**config.mk**
```make
export PLATFORM = sky130hd
export DESIGN_NAME = quaternion_rotate_vertex_stream_flat
export DESIGN_NICKNAME = d
export VERILOG_FILES = /design/src/design/qrvs_pkg.sv /design/src/design/qrvs_if.sv /design/src/design/quaternion_rotate_vertex_stream.sv /design/src/flat_wrapper.sv
export SDC_FILE = /design/constraint.sdc
export NUM_CORES = 2
export LEC_CHECK = 0
export BUFFER_PORTS_ARGS = -buffer_cell sky130_fd_sc_hd__buf_4
export CAP_MARGIN = 0
export CORE_MARGIN = 2
export CORE_UTILIZATION = 59
export DETAILED_ROUTE_END_ITERATION = 16
export GPL_ROUTABILITY_DRIVEN = 0
export GPL_TIMING_DRIVEN = 0
export PLACE_DENSITY = 0.77
export SYNTH_ARGS = -nofsm -noshare
export SYNTH_HDL_FRONTEND = slang
export SYNTH_SLANG_ARGS = --single-unit
```
**constraint.sdc**
```tcl
create_clock -name clock -period 25.1 [get_ports clock]
set_input_delay 3.765 -clock clock [delete_from_list [all_inputs] [get_ports clock]]
set_output_delay 3.765 -clock clock [all_outputs]
set_load 0.05 [all_outputs]
```
**src/design/qrvs_pkg.sv**
```systemverilog
package qrvs_pkg;

   localparam int QUAT_WIDTH = 18;
   localparam int QUAT_FRAC  = 16;
   localparam int FUNC_WIDTH = 3;
   localparam int CSR_IDX_W  = 2;
   localparam int STEP_W     = 6;
   localparam int OPND_IDX_W = 4;
   localparam int NUM_OPND   = 13;
   localparam int NUM_SLOT   = 7;

   // item kinds
   localparam logic [FUNC_WIDTH-1:0] FN_VERTEX = 3'd0;
   localparam logic [FUNC_WIDTH-1:0] FN_POINT  = 3'd1;
   localparam logic [FUNC_WIDTH-1:0] FN_KEY    = 3'd2;
   localparam logic [FUNC_WIDTH-1:0] FN_REPORT = 3'd3;
   localparam logic [FUNC_WIDTH-1:0] FN_CLEAR  = 3'd4;

   // register indexes
   localparam logic [CSR_IDX_W-1:0] CSR_ROT_W = 2'd0;
   localparam logic [CSR_IDX_W-1:0] CSR_ROT_X = 2'd1;
   localparam logic [CSR_IDX_W-1:0] CSR_ROT_Y = 2'd2;
   localparam logic [CSR_IDX_W-1:0] CSR_ROT_Z = 2'd3;

   // operand file layout
   localparam logic [OPND_IDX_W-1:0] OP_POS = 4'd0;
   localparam logic [OPND_IDX_W-1:0] OP_NRM = 4'd3;
   localparam logic [OPND_IDX_W-1:0] OP_KW  = 4'd6;
   localparam logic [OPND_IDX_W-1:0] OP_T1P = 4'd7;
   localparam logic [OPND_IDX_W-1:0] OP_T1N = 4'd10;

   // result slots: out x y z w, aux x y z
   localparam logic [OPND_IDX_W-1:0] SLOT_POS = 4'd0;
   localparam logic [OPND_IDX_W-1:0] SLOT_W   = 4'd3;
   localparam logic [OPND_IDX_W-1:0] SLOT_NRM = 4'd4;

   typedef enum logic [2:0] {QS_W, QS_X, QS_Y, QS_Z, QS_ONE} qsel_type;

   typedef struct packed {
      logic                  valid;
      qsel_type              qsel;
      logic [OPND_IDX_W-1:0] osel;
      logic                  sub;
      logic                  dbl;
      logic                  first;
      logic                  last;
      logic                  to_out;
      logic [OPND_IDX_W-1:0] dst;
   } uop_type;

   typedef struct packed {
      logic                  valid;
      logic                  sub;
      logic                  dbl;
      logic                  first;
      logic                  last;
      logic                  to_out;
      logic [OPND_IDX_W-1:0] dst;
   } ctl_type;

   function automatic logic [1:0] nxt1(logic [1:0] i);
      case (i)
         2'd0:    return 2'd1;
         2'd1:    return 2'd2;
         default: return 2'd0;
      endcase
   endfunction

   function automatic logic [1:0] nxt2(logic [1:0] i);
      case (i)
         2'd0:    return 2'd2;
         2'd1:    return 2'd0;
         default: return 2'd1;
      endcase
   endfunction

   function automatic qsel_type qvec(logic [1:0] i);
      case (i)
         2'd0:    return QS_X;
         2'd1:    return QS_Y;
         default: return QS_Z;
      endcase
   endfunction

   // t1 = q x v, two terms per component
   function automatic uop_type t1_uop(logic [OPND_IDX_W-1:0] vbase,
                                      logic [OPND_IDX_W-1:0] tbase, logic [2:0] j);
      uop_type    u;
      logic [1:0] i;
      u = '0;
      i = j[2:1];
      u.valid = 1'b1;
      if (!j[0]) begin
         u.qsel  = qvec(nxt1(i));
         u.osel  = vbase + {2'b00, nxt2(i)};
         u.first = 1'b1;
      end else begin
         u.qsel = qvec(nxt2(i));
         u.osel = vbase + {2'b00, nxt1(i)};
         u.sub  = 1'b1;
         u.last = 1'b1;
         u.dst  = tbase + {2'b00, i};
      end
      return u;
   endfunction

   // r = v + 2*(w*t1 + q x t1), four terms per component
   function automatic uop_type rot_uop(logic [OPND_IDX_W-1:0] vbase,
                                       logic [OPND_IDX_W-1:0] tbase,
                                       logic [OPND_IDX_W-1:0] slot, logic [3:0] j);
      uop_type    u;
      logic [1:0] i;
      u = '0;
      i = j[3:2];
      u.valid = 1'b1;
      case (j[1:0])
         2'd0: begin
            u.qsel  = QS_ONE;
            u.osel  = vbase + {2'b00, i};
            u.first = 1'b1;
         end
         2'd1: begin
            u.qsel = QS_W;
            u.osel = tbase + {2'b00, i};
            u.dbl  = 1'b1;
         end
         2'd2: begin
            u.qsel = qvec(nxt1(i));
            u.osel = tbase + {2'b00, nxt2(i)};
            u.dbl  = 1'b1;
         end
         default: begin
            u.qsel   = qvec(nxt2(i));
            u.osel   = tbase + {2'b00, nxt1(i)};
            u.dbl    = 1'b1;
            u.sub    = 1'b1;
            u.last   = 1'b1;
            u.to_out = 1'b1;
            u.dst    = slot + {2'b00, i};
         end
      endcase
      return u;
   endfunction

   // hamilton product key * rot
   function automatic uop_type key_uop(logic [3:0] j);
      uop_type    u;
      logic [1:0] i;
      logic [1:0] k;
      u = '0;
      i = j[3:2];
      k = j[1:0] - 2'd1;
      u.valid = 1'b1;
      if (i != 2'd3) begin
         case (j[1:0])
            2'd0: begin
               u.qsel  = qvec(i);
               u.osel  = OP_KW;
               u.first = 1'b1;
            end
            2'd1: begin
               u.qsel = QS_W;
               u.osel = OP_POS + {2'b00, i};
            end
            2'd2: begin
               u.qsel = qvec(nxt2(i));
               u.osel = OP_POS + {2'b00, nxt1(i)};
            end
            default: begin
               u.qsel   = qvec(nxt1(i));
               u.osel   = OP_POS + {2'b00, nxt2(i)};
               u.sub    = 1'b1;
               u.last   = 1'b1;
               u.to_out = 1'b1;
               u.dst    = SLOT_POS + {2'b00, i};
            end
         endcase
      end else if (j[1:0] == 2'd0) begin
         u.qsel  = QS_W;
         u.osel  = OP_KW;
         u.first = 1'b1;
      end else begin
         u.qsel = qvec(k);
         u.osel = OP_POS + {2'b00, k};
         u.sub  = 1'b1;
         if (j[1:0] == 2'd3) begin
            u.last   = 1'b1;
            u.to_out = 1'b1;
            u.dst    = SLOT_W;
         end
      end
      return u;
   endfunction

   function automatic uop_type uop_at(logic [FUNC_WIDTH-1:0] fn, logic [STEP_W-1:0] step);
      uop_type u;
      u = '0;
      case (fn)
         FN_VERTEX: begin
            if (step < 6'd6)
               u = t1_uop(OP_POS, OP_T1P, step[2:0]);
            else if (step < 6'd12)
               u = t1_uop(OP_NRM, OP_T1N, 3'(step - 6'd6));
            else if (step < 6'd24)
               u = rot_uop(OP_POS, OP_T1P, SLOT_POS, 4'(step - 6'd12));
            else if (step < 6'd36)
               u = rot_uop(OP_NRM, OP_T1N, SLOT_NRM, 4'(step - 6'd24));
         end
         FN_POINT: begin
            if (step < 6'd6)
               u = t1_uop(OP_POS, OP_T1P, step[2:0]);
            else if (step >= 6'd8 && step < 6'd20)
               u = rot_uop(OP_POS, OP_T1P, SLOT_POS, 4'(step - 6'd8));
         end
         FN_KEY: begin
            if (step < 6'd16)
               u = key_uop(step[3:0]);
         end
         default: u = '0;
      endcase
      return u;
   endfunction

   function automatic logic [STEP_W-1:0] prog_len(logic [FUNC_WIDTH-1:0] fn);
      case (fn)
         FN_VERTEX: return 6'd36;
         FN_POINT:  return 6'd20;
         FN_KEY:    return 6'd16;
         default:   return 6'd0;
      endcase
   endfunction

endpackage

```
**src/design/qrvs_if.sv**
```systemverilog
interface qrvs_req_if import qrvs_pkg::*; #(parameter int COORD_WIDTH = 32);
   logic                          valid;
   logic                          ready;
   logic [FUNC_WIDTH-1:0]         func;
   logic signed [COORD_WIDTH-1:0] in_x;
   logic signed [COORD_WIDTH-1:0] in_y;
   logic signed [COORD_WIDTH-1:0] in_z;
   logic signed [COORD_WIDTH-1:0] in_w;
   logic signed [COORD_WIDTH-1:0] normal_x;
   logic signed [COORD_WIDTH-1:0] normal_y;
   logic signed [COORD_WIDTH-1:0] normal_z;

   modport source (output valid, func, in_x, in_y, in_z, in_w, normal_x, normal_y, normal_z,
                   input ready);
   modport sink (input valid, func, in_x, in_y, in_z, in_w, normal_x, normal_y, normal_z,
                 output ready);
endinterface

interface qrvs_rsp_if #(parameter int COORD_WIDTH = 32);
   logic                          valid;
   logic                          ready;
   logic signed [COORD_WIDTH-1:0] out_x;
   logic signed [COORD_WIDTH-1:0] out_y;
   logic signed [COORD_WIDTH-1:0] out_z;
   logic signed [COORD_WIDTH-1:0] out_w;
   logic signed [COORD_WIDTH-1:0] aux_x;
   logic signed [COORD_WIDTH-1:0] aux_y;
   logic signed [COORD_WIDTH-1:0] aux_z;
   logic                          box_valid;

   modport source (output valid, out_x, out_y, out_z, out_w, aux_x, aux_y, aux_z, box_valid,
                   input ready);
   modport sink (input valid, out_x, out_y, out_z, out_w, aux_x, aux_y, aux_z, box_valid,
                 output ready);
endinterface

```
**src/design/quaternion_rotate_vertex_stream.sv**
```systemverilog
// channel   dir  handshake          payload
// req_if    in   valid / ready      func, in_x..in_w, normal_x..normal_z
// rsp_if    out  valid / ready      out_x..out_w, aux_x..aux_z, box_valid
// csr       in   csr_we             csr_index, csr_wdata (rot_w, rot_x, rot_y, rot_z)
//
// items are taken one at a time, the next only once the last has left the done state.
// an item's program runs 36 products for a vertex, 18 products and two wait steps for t1
// for a point, 16 products for a rotation key, and none for report or clear.
// it runs on the single 18 x (COORD_WIDTH+3) multiplier, one product per cycle,
// and its three-stage multiply / round / accumulate path that is drained at the end.
// reset (synchronous) gives the identity rotation and an empty, zeroed box.
// a finished result waits in the output register; the next item is taken meanwhile,
// and its own result holds in the done state until the one before it is taken.
module quaternion_rotate_vertex_stream import qrvs_pkg::*; #(
   parameter int COORD_WIDTH = 32
) (
   input  logic                  clock,
   input  logic                  reset,
   qrvs_req_if.sink              req_if,
   qrvs_rsp_if.source            rsp_if,
   input  logic                  csr_we,
   input  logic [CSR_IDX_W-1:0]  csr_index,
   input  logic [QUAT_WIDTH-1:0] csr_wdata
);

   // operand width holds q x v, accumulator width holds v + 2*(w*t1 + q x t1)
   localparam int OPW  = COORD_WIDTH + 3;
   localparam int ACCW = COORD_WIDTH + 6;
   localparam int PW   = QUAT_WIDTH + OPW;

   localparam logic signed [QUAT_WIDTH-1:0] QUAT_ONE = QUAT_WIDTH'(1 << QUAT_FRAC);
   localparam logic signed [PW-1:0] RND_HALF = PW'(1 << (QUAT_FRAC - 1));
   localparam logic signed [ACCW-1:0] SAT_HI =
      {{(ACCW - COORD_WIDTH + 1){1'b0}}, {(COORD_WIDTH - 1){1'b1}}};
   localparam logic signed [ACCW-1:0] SAT_LO =
      {{(ACCW - COORD_WIDTH + 1){1'b1}}, {(COORD_WIDTH - 1){1'b0}}};

   typedef enum logic [3:0] {
      ST_IDLE  = 4'b0001,
      ST_RUN   = 4'b0010,
      ST_DRAIN = 4'b0100,
      ST_DONE  = 4'b1000
   } state_type;

   function automatic logic signed [OPW-1:0] sext_op(logic [COORD_WIDTH-1:0] v);
      return {{(OPW - COORD_WIDTH){v[COORD_WIDTH-1]}}, v};
   endfunction

   // sequencer
   state_type             state_ff, state_in;
   logic [STEP_W-1:0]     step_ff, step_in;
   logic [FUNC_WIDTH-1:0] func_ff;
   uop_type               uop;
   logic                  req_fire, rsp_fire, finish;

   // rotation registers
   logic signed [QUAT_WIDTH-1:0] rot_w_ff, rot_x_ff, rot_y_ff, rot_z_ff;

   // operand file: position, normal, key w, t1 of position, t1 of normal
   logic signed [OPW-1:0]         opnd_ff [NUM_OPND];
   logic signed [COORD_WIDTH-1:0] res_ff  [NUM_SLOT];

   // multiply / round / accumulate path
   logic signed [QUAT_WIDTH-1:0] q_op;
   logic signed [OPW-1:0]        v_op;
   logic signed [PW-1:0]         p_ff, p_in, p_adj;
   logic signed [ACCW-1:0]       rnd_ff, rnd_in;
   logic signed [ACCW-1:0]       acc_ff, term, base, acc_sum;
   logic signed [COORD_WIDTH-1:0] acc_sat;
   ctl_type                      ctl1_ff, ctl1_in, ctl2_ff;

   // box and output register
   logic signed [COORD_WIDTH-1:0] box_low_ff [3], box_low_in [3];
   logic signed [COORD_WIDTH-1:0] box_high_ff [3], box_high_in [3];
   logic                          box_nonempty_ff, box_nonempty_in;
   logic signed [COORD_WIDTH-1:0] out_ff [NUM_SLOT], out_in [NUM_SLOT];
   logic                          box_valid_ff;
   logic                          rsp_valid_ff;

   assign req_if.ready = (state_ff == ST_IDLE);
   assign req_fire     = req_if.valid && req_if.ready;
   assign rsp_fire     = rsp_if.valid && rsp_if.ready;
   assign finish       = (state_ff == ST_DONE) && (!rsp_valid_ff || rsp_if.ready);
   assign uop          = uop_at(func_ff, step_ff);

   // sequencer next state
   always_comb begin
      state_in = state_ff;
      step_in  = step_ff;
      unique case (state_ff)
         ST_IDLE: begin
            if (req_fire) begin
               step_in  = '0;
               state_in = (prog_len(req_if.func) != '0) ? ST_RUN : ST_DONE;
            end
         end
         ST_RUN: begin
            step_in = step_ff + 1'b1;
            if (step_ff == prog_len(func_ff) - 1'b1)
               state_in = ST_DRAIN;
         end
         ST_DRAIN: begin
            if (!ctl1_ff.valid && !ctl2_ff.valid)
               state_in = ST_DONE;
         end
         ST_DONE: begin
            if (finish)
               state_in = ST_IDLE;
         end
         default: state_in = ST_IDLE;
      endcase
   end

   always_ff @(posedge clock) begin
      if (reset) begin
         state_ff <= ST_IDLE;
         step_ff  <= '0;
      end else begin
         state_ff <= state_in;
         step_ff  <= step_in;
      end
   end

   always_ff @(posedge clock) begin
      if (req_fire)
         func_ff <= req_if.func;
   end

   // configuration writes
   always_ff @(posedge clock) begin
      if (reset) begin
         rot_w_ff <= QUAT_ONE;
         rot_x_ff <= '0;
         rot_y_ff <= '0;
         rot_z_ff <= '0;
      end else if (csr_we) begin
         unique case (csr_index)
            CSR_ROT_W: rot_w_ff <= csr_wdata;
            CSR_ROT_X: rot_x_ff <= csr_wdata;
            CSR_ROT_Y: rot_y_ff <= csr_wdata;
            CSR_ROT_Z: rot_z_ff <= csr_wdata;
            default:   rot_w_ff <= rot_w_ff;
         endcase
      end
   end

   // issue: operand select and the shared multiplier
   always_comb begin
      case (uop.qsel)
         QS_W:    q_op = rot_w_ff;
         QS_X:    q_op = rot_x_ff;
         QS_Y:    q_op = rot_y_ff;
         QS_Z:    q_op = rot_z_ff;
         QS_ONE:  q_op = QUAT_ONE;
         default: q_op = '0;
      endcase
      v_op = opnd_ff[uop.osel];
      p_in = q_op * v_op;

      ctl1_in.valid  = (state_ff == ST_RUN) && uop.valid;
      ctl1_in.sub    = uop.sub;
      ctl1_in.dbl    = uop.dbl;
      ctl1_in.first  = uop.first;
      ctl1_in.last   = uop.last;
      ctl1_in.to_out = uop.to_out;
      ctl1_in.dst    = uop.dst;
   end

   // round half away from zero: floor((p + half - [p < 0]) / 2^frac)
   always_comb begin
      p_adj  = p_ff + RND_HALF - $signed({{(PW - 1){1'b0}}, p_ff[PW-1]});
      rnd_in = ACCW'(p_adj >>> QUAT_FRAC);
   end

   // accumulate, with saturation on the way out
   always_comb begin
      term    = ctl2_ff.dbl ? (rnd_ff <<< 1) : rnd_ff;
      base    = ctl2_ff.first ? '0 : acc_ff;
      acc_sum = ctl2_ff.sub ? (base - term) : (base + term);
      if (acc_sum > SAT_HI)
         acc_sat = SAT_HI[COORD_WIDTH-1:0];
      else if (acc_sum < SAT_LO)
         acc_sat = SAT_LO[COORD_WIDTH-1:0];
      else
         acc_sat = acc_sum[COORD_WIDTH-1:0];
   end

   always_ff @(posedge clock) begin
      if (reset) begin
         ctl1_ff <= '0;
         ctl2_ff <= '0;
      end else begin
         ctl1_ff <= ctl1_in;
         ctl2_ff <= ctl1_ff;
      end
   end

   always_ff @(posedge clock) begin
      p_ff   <= p_in;
      rnd_ff <= rnd_in;
      if (ctl2_ff.valid)
         acc_ff <= acc_sum;
   end

   // operand file and result slots
   always_ff @(posedge clock) begin
      if (req_fire) begin
         opnd_ff[OP_POS]        <= sext_op(req_if.in_x);
         opnd_ff[OP_POS + 4'd1] <= sext_op(req_if.in_y);
         opnd_ff[OP_POS + 4'd2] <= sext_op(req_if.in_z);
         opnd_ff[OP_NRM]        <= sext_op(req_if.normal_x);
         opnd_ff[OP_NRM + 4'd1] <= sext_op(req_if.normal_y);
         opnd_ff[OP_NRM + 4'd2] <= sext_op(req_if.normal_z);
         opnd_ff[OP_KW]         <= sext_op(req_if.in_w);
         for (int k = 0; k < NUM_SLOT; k++)
            res_ff[k] <= '0;
      end else if (ctl2_ff.valid && ctl2_ff.last) begin
         if (ctl2_ff.to_out)
            res_ff[ctl2_ff.dst[2:0]] <= acc_sat;
         else
            opnd_ff[ctl2_ff.dst] <= OPW'(acc_sum);
      end
   end

   // bounding box and result select at the end of the item
   always_comb begin
      for (int i = 0; i < 3; i++) begin
         box_low_in[i]  = box_low_ff[i];
         box_high_in[i] = box_high_ff[i];
      end
      box_nonempty_in = box_nonempty_ff;
      if (finish) begin
         case (func_ff)
            FN_VERTEX: begin
               for (int i = 0; i < 3; i++) begin
                  if (!box_nonempty_ff || res_ff[i] < box_low_ff[i])
                     box_low_in[i] = res_ff[i];
                  if (!box_nonempty_ff || res_ff[i] > box_high_ff[i])
                     box_high_in[i] = res_ff[i];
               end
               box_nonempty_in = 1'b1;
            end
            FN_CLEAR: begin
               for (int i = 0; i < 3; i++) begin
                  box_low_in[i]  = '0;
                  box_high_in[i] = '0;
               end
               box_nonempty_in = 1'b0;
            end
            default: box_nonempty_in = box_nonempty_ff;
         endcase
      end

      for (int k = 0; k < NUM_SLOT; k++)
         out_in[k] = '0;
      case (func_ff) inside
         FN_VERTEX, FN_POINT, FN_KEY: begin
            for (int k = 0; k < NUM_SLOT; k++)
               out_in[k] = res_ff[k];
         end
         FN_REPORT: begin
            for (int i = 0; i < 3; i++) begin
               out_in[i]     = box_low_ff[i];
               out_in[4 + i] = box_high_ff[i];
            end
         end
         default: out_in[0] = '0;
      endcase
   end

   always_ff @(posedge clock) begin
      if (reset) begin
         for (int i = 0; i < 3; i++) begin
            box_low_ff[i]  <= '0;
            box_high_ff[i] <= '0;
         end
         box_nonempty_ff <= 1'b0;
         rsp_valid_ff    <= 1'b0;
      end else begin
         for (int i = 0; i < 3; i++) begin
            box_low_ff[i]  <= box_low_in[i];
            box_high_ff[i] <= box_high_in[i];
         end
         box_nonempty_ff <= box_nonempty_in;
         if (finish)
            rsp_valid_ff <= 1'b1;
         else if (rsp_fire)
            rsp_valid_ff <= 1'b0;
      end
   end

   // output register
   always_ff @(posedge clock) begin
      if (finish) begin
         for (int k = 0; k < NUM_SLOT; k++)
            out_ff[k] <= out_in[k];
         box_valid_ff <= box_nonempty_in;
      end
   end

   assign rsp_if.valid     = rsp_valid_ff;
   assign rsp_if.out_x     = out_ff[0];
   assign rsp_if.out_y     = out_ff[1];
   assign rsp_if.out_z     = out_ff[2];
   assign rsp_if.out_w     = out_ff[3];
   assign rsp_if.aux_x     = out_ff[4];
   assign rsp_if.aux_y     = out_ff[5];
   assign rsp_if.aux_z     = out_ff[6];
   assign rsp_if.box_valid = box_valid_ff;

   // results are only taken once the multiply path has drained
   a_done_drained: assert property (@(posedge clock) disable iff (reset)
      (state_ff == ST_DONE) |-> (!ctl1_ff.valid && !ctl2_ff.valid))
      else $error("result taken with products still in flight");

   // the step counter stays inside the running program
   a_step_range: assert property (@(posedge clock) disable iff (reset)
      (state_ff == ST_RUN) |-> (step_ff < prog_len(func_ff)))
      else $error("step counter past end of program");

   // a filled box is always ordered
   a_box_order: assert property (@(posedge clock) disable iff (reset)
      box_nonempty_ff |-> (box_low_ff[0] <= box_high_ff[0] &&
                           box_low_ff[1] <= box_high_ff[1] &&
                           box_low_ff[2] <= box_high_ff[2]))
      else $error("bounding box minimum above maximum");

   // a clear item empties the box
   a_clear_empties: assert property (@(posedge clock) disable iff (reset)
      (finish && func_ff == FN_CLEAR) |=> (!box_nonempty_ff && !rsp_if.box_valid))
      else $error("box not empty after clear");

endmodule

```
**src/flat_wrapper.sv**
```systemverilog
// flat-port wrapper written by rule: the top's interface ports become plain ports
module quaternion_rotate_vertex_stream_flat import qrvs_pkg::*;
#(
   parameter int COORD_WIDTH = 32
)
  (clock, reset, csr_we, csr_index, csr_wdata, req_if_valid, req_if_func, req_if_in_x, req_if_in_y, req_if_in_z, req_if_in_w, req_if_normal_x, req_if_normal_y, req_if_normal_z, req_if_ready, rsp_if_valid, rsp_if_out_x, rsp_if_out_y, rsp_if_out_z, rsp_if_out_w, rsp_if_aux_x, rsp_if_aux_y, rsp_if_aux_z, rsp_if_box_valid, rsp_if_ready);
  qrvs_req_if #(.COORD_WIDTH(COORD_WIDTH)) req_if_i ();
  qrvs_rsp_if #(.COORD_WIDTH(COORD_WIDTH)) rsp_if_i ();
  input  logic clock;
  input  logic reset;
  input  logic csr_we;
  input  logic [CSR_IDX_W-1:0] csr_index;
  input  logic [QUAT_WIDTH-1:0] csr_wdata;
  input wire logic [$bits(req_if_i.valid)-1:0] req_if_valid;
  input wire logic [$bits(req_if_i.func)-1:0] req_if_func;
  input wire logic [$bits(req_if_i.in_x)-1:0] req_if_in_x;
  input wire logic [$bits(req_if_i.in_y)-1:0] req_if_in_y;
  input wire logic [$bits(req_if_i.in_z)-1:0] req_if_in_z;
  input wire logic [$bits(req_if_i.in_w)-1:0] req_if_in_w;
  input wire logic [$bits(req_if_i.normal_x)-1:0] req_if_normal_x;
  input wire logic [$bits(req_if_i.normal_y)-1:0] req_if_normal_y;
  input wire logic [$bits(req_if_i.normal_z)-1:0] req_if_normal_z;
  output wire logic [$bits(req_if_i.ready)-1:0] req_if_ready;
  output wire logic [$bits(rsp_if_i.valid)-1:0] rsp_if_valid;
  output wire logic [$bits(rsp_if_i.out_x)-1:0] rsp_if_out_x;
  output wire logic [$bits(rsp_if_i.out_y)-1:0] rsp_if_out_y;
  output wire logic [$bits(rsp_if_i.out_z)-1:0] rsp_if_out_z;
  output wire logic [$bits(rsp_if_i.out_w)-1:0] rsp_if_out_w;
  output wire logic [$bits(rsp_if_i.aux_x)-1:0] rsp_if_aux_x;
  output wire logic [$bits(rsp_if_i.aux_y)-1:0] rsp_if_aux_y;
  output wire logic [$bits(rsp_if_i.aux_z)-1:0] rsp_if_aux_z;
  output wire logic [$bits(rsp_if_i.box_valid)-1:0] rsp_if_box_valid;
  input wire logic [$bits(rsp_if_i.ready)-1:0] rsp_if_ready;
  assign req_if_i.valid = req_if_valid;
  assign req_if_i.func = req_if_func;
  assign req_if_i.in_x = req_if_in_x;
  assign req_if_i.in_y = req_if_in_y;
  assign req_if_i.in_z = req_if_in_z;
  assign req_if_i.in_w = req_if_in_w;
  assign req_if_i.normal_x = req_if_normal_x;
  assign req_if_i.normal_y = req_if_normal_y;
  assign req_if_i.normal_z = req_if_normal_z;
  assign req_if_ready = req_if_i.ready;
  assign rsp_if_valid = rsp_if_i.valid;
  assign rsp_if_out_x = rsp_if_i.out_x;
  assign rsp_if_out_y = rsp_if_i.out_y;
  assign rsp_if_out_z = rsp_if_i.out_z;
  assign rsp_if_out_w = rsp_if_i.out_w;
  assign rsp_if_aux_x = rsp_if_i.aux_x;
  assign rsp_if_aux_y = rsp_if_i.aux_y;
  assign rsp_if_aux_z = rsp_if_i.aux_z;
  assign rsp_if_box_valid = rsp_if_i.box_valid;
  assign rsp_if_i.ready = rsp_if_ready;
  quaternion_rotate_vertex_stream #(.COORD_WIDTH(COORD_WIDTH)) u_core (.clock(clock), .reset(reset), .req_if(req_if_i), .rsp_if(rsp_if_i), .csr_we(csr_we), .csr_index(csr_index), .csr_wdata(csr_wdata));
endmodule
```
==> results.py <==
metrics = {
    "outcome": {
        "status": "finished with violations",
        "violations": "capacitance limit, slew limit",
    },
    "yosys": {
        "yosysTopAreaCell": "edfxtp_1",
        "synth.net_count": 10000,
        "synth.cell_area_um2": 90600,
        "synth_edf_count": 1018,
        "ys_seq_elements": 1436,
        "async_flop_share_pct": 0,
        "synth_warnings": 0,
        "syn-instance-count": 8757,
        "synthTopCellsByArea": "edfxtp_1 34%, fa_1 13%, dfxtp_1 9.2%, ha_1 5.9%, nand2_1 4.7%",
        "seq_area_frac_synth_pct": 43.0,
        "synth_top_flop_cell": "edfxtp_1",
        "post_synth.cell_area_avg_um2": 10.3,
        "synth_cell_types": 99,
        "synth_top_area_share_pct": 33.7,
    },
    "detailed_routing": {
        "wl_per_cell_um": 26.7,
        "antenna_left": 0,
        "drt_pass1_iterations": 12,
        "routed_wl_um": 309000,
        "vias_per_cell": 6.36,
        "vias": 73700,
        "drcViolationCount": 0,
        "drt_iter0_markers": 10400,
    },
    "layout": {
        "final_core_util_pct": 67.6,
        "fin_nets": 10700,
        "synthToLayoutAreaGrowth_pct": 13.7,
        "mostFrequentLayoutCells": "1,118 x nand2_1, 1,068 x inv_1, 1,018 x edfxtp_1, 603 x fa_1, 557 x nor2_1",
        "final_common_cell": "nand2_1",
        "fin_area_um2": 103000,
        "drive_above_1_share_pct": 10.2,
    },
    "clocking": {
        "cts_setup_buffers": 0,
        "cts_made_buffers": 148,
        "postCtsHoldBufs": 0,
        "clk_pin_slew_ns": 0.06,
        "cts_root_buf": "clkbuf_16",
        "cts_tree": "done",
        "cts.sinks": 1436,
        "cts_resized": 0,
        "cts_htree_levels": 4,
        "clk_latency_ns": 0.84,
        "clockBufferDepth": 3,
    },
    "setup_path": {
        "r2r_start": "u_core.step_ff[0]",
        "critPathLaunchType": "flop",
        "path_class": "reg2reg",
        "crit_slowest_cell": "a21boi_1",
        "critPathArrivalTime_ns": 16.24,
        "critPathMaxStageDelay_ns": 1.21,
        "r2r_setup_slack_ns": 9.52,
        "crit_path_max_fanout": 10,
        "critPathMostFrequentCell": "inv_1",
        "worstPathRequired_ns": 25.76,
        "cp-end-kind": "flop",
        "crit_start": "u_core.step_ff[0]",
    },
    "floorplan": {
        "initial_utilization_pct": 59.5,
        "top_level_ports": 479,
        "coreArea_um2": 152000,
        "die_h_um": 396,
        "die-area_um2": 157000,
        "die_x_um": 396,
        "fp-row-count": 143,
    },
    "hold_path": {
        "min_from": "u_core.ctl1_ff[6]",
        "hold_class": "reg2reg",
    },
    "sta": {
        "grt_setup_unrepaired": "false",
        "period_share_pct": 62.1,
        "relSlewSlack_pct": -10.0,
        "fin_tns_setup_ns": 0,
        "hold_viol_final": 0,
        "clock_skew_ns": 0.0911,
        "min_period_ns": 15.58,
        "worst_pin_slew_ns": 1.64,
        "setup_viol": 0,
        "max_freq_mhz": 64.2,
        "drv_slew": 74,
    },
    "place": {
        "port_buffers": 477,
        "dpl.hpwl_um": 234000,
        "place_area_um2": 97900,
    },
    "pwr": {
        "power.leakage_nw": 43.1,
        "pwr_density_cell_nw_per_um2": 102,
        "ir_worst_vdd_v": 0.000122,
    },
    "grt": {
        "grt_usage_pct": 39.1,
        "grt_pass1_wl_um": 455000,
        "grt_overflow": 0,
        "grt_pass1_vias": 72200,
        "grt_max_degree": 41,
        "antenna_found_initial": 19,
    },
    "run": {
        "drv_cap": 8,
    },
}
[worst paths after layout]
check,end,depth (start not counted)
worst max-delay path,u_core.p_ff[48],42
worst min-delay path,u_core.ctl2_ff[6],1
worst max register to register,u_core.p_ff[48],42
worst min register to register,u_core.ctl2_ff[6],1
[stage by stage]
step | worst slack [ns] | hold slack, ns | power (W) | cells
6_report | 9.52 | 0.444 | 0.0105 | 11600
5_1_grt | 9.02 | 0.460 | 0.0109 | 11600
4_1_cts | 10.13 | 0.453 | 0.0103 | 11600
3_5_place_dp | 10.12 | 0.430 | 0.00795 | 11300
3_3_place_gp | 1.37 | 0.425 | 0.00775 | 11300
2_1_floorplan | 9.27 | 0.414 | 0.00613 | 8757
[Yosys cell counts, drive strengths merged, types with 86 or more instances]
master     n
nand2   1129
buf      106
fa       603
clkbuf   374
a211oi   125
o21ai    412
nor2     567
nor2b    191
dfxtp    418
edfxtp  1018
a21o     121
a22o     259
nand3    132
ha       430
and2      99
a21oi    331
or2       86
mux2i    403
inv     1071
[layout make-up]
cell class | count | area [um^2]
plain buffers | 480 | 1930
inverters | 1074 | 4030
diodes | 8 | 20.0
multi-input cells | 5767 | 46100
flip-flops and latches | 1436 | 38900
clock buffers | 188 | 3990
fillers | 11200 | 49300
well taps | 2030 | 2540
clock inverters | 86 | 1010
repair buffers | 530 | 4420
[worst max-delay path: cells and delay by family (launching register included)]
family,cells,cell delay [ns]
mux,1,0.34
fa+ha+maj,9,3.91
buf+inv,14,3.32
flops,1,0.53
compound gates,13,6.24
simple gates,5,1.02
[sequential cells by signal (all words and copies together), names as in the netlist, 3 cells and up]
register and flops:
u_core.opnd_ff 560, u_core.out_ff 224, u_core.res_ff 224, u_core.box_high_ff 96, u_core.box_low_ff 96, u_core.p_ff 53, u_core.acc_ff 38, u_core.rnd_ff 37
u_core.rot_w_ff 18, u_core.rot_x_ff 18, u_core.rot_y_ff 18, u_core.rot_z_ff 18, u_core.ctl1_ff 10, u_core.ctl2_ff 10, u_core.step_ff 6, u_core.state_ff 4
u_core.func_ff 3
[where the power goes]
| group | internal [W] | leakage (nW) | switching, W |
|---|---|---|---|
| sequential | 0.00308 | 12.9 | 0.000182 |
| clock | 0.00127 | 2.43 | 0.00100 |
| combinational | 0.00152 | 27.8 | 0.00343 |
[metal layers]
metal / GRT usage [%] / part of all wire (%) / up-vias / routed length, um
met2: 57.5 / 43 / 5593 / 131000
li1: - / - / 31400 / -
met3: 12.2 / 14 / 1167 / 44600
met5: 0 / 0.020 / - / 63
met4: 24.6 / 7.9 / 10 / 24500
met1: 50.3 / 35 / 35600 / 109000
[cell families after synthesis]
logic type	after synthesis	synth area share (%)
simple gates	2526	12.6
compound gates	1658	12.4
buf+inv	1554	6.58
flops	1436	43.0
fa+ha+maj	1033	19.3
mux	425	4.94
xor+xnor	125	1.21
Note: power is estimated with default switching activity, not from simulation.
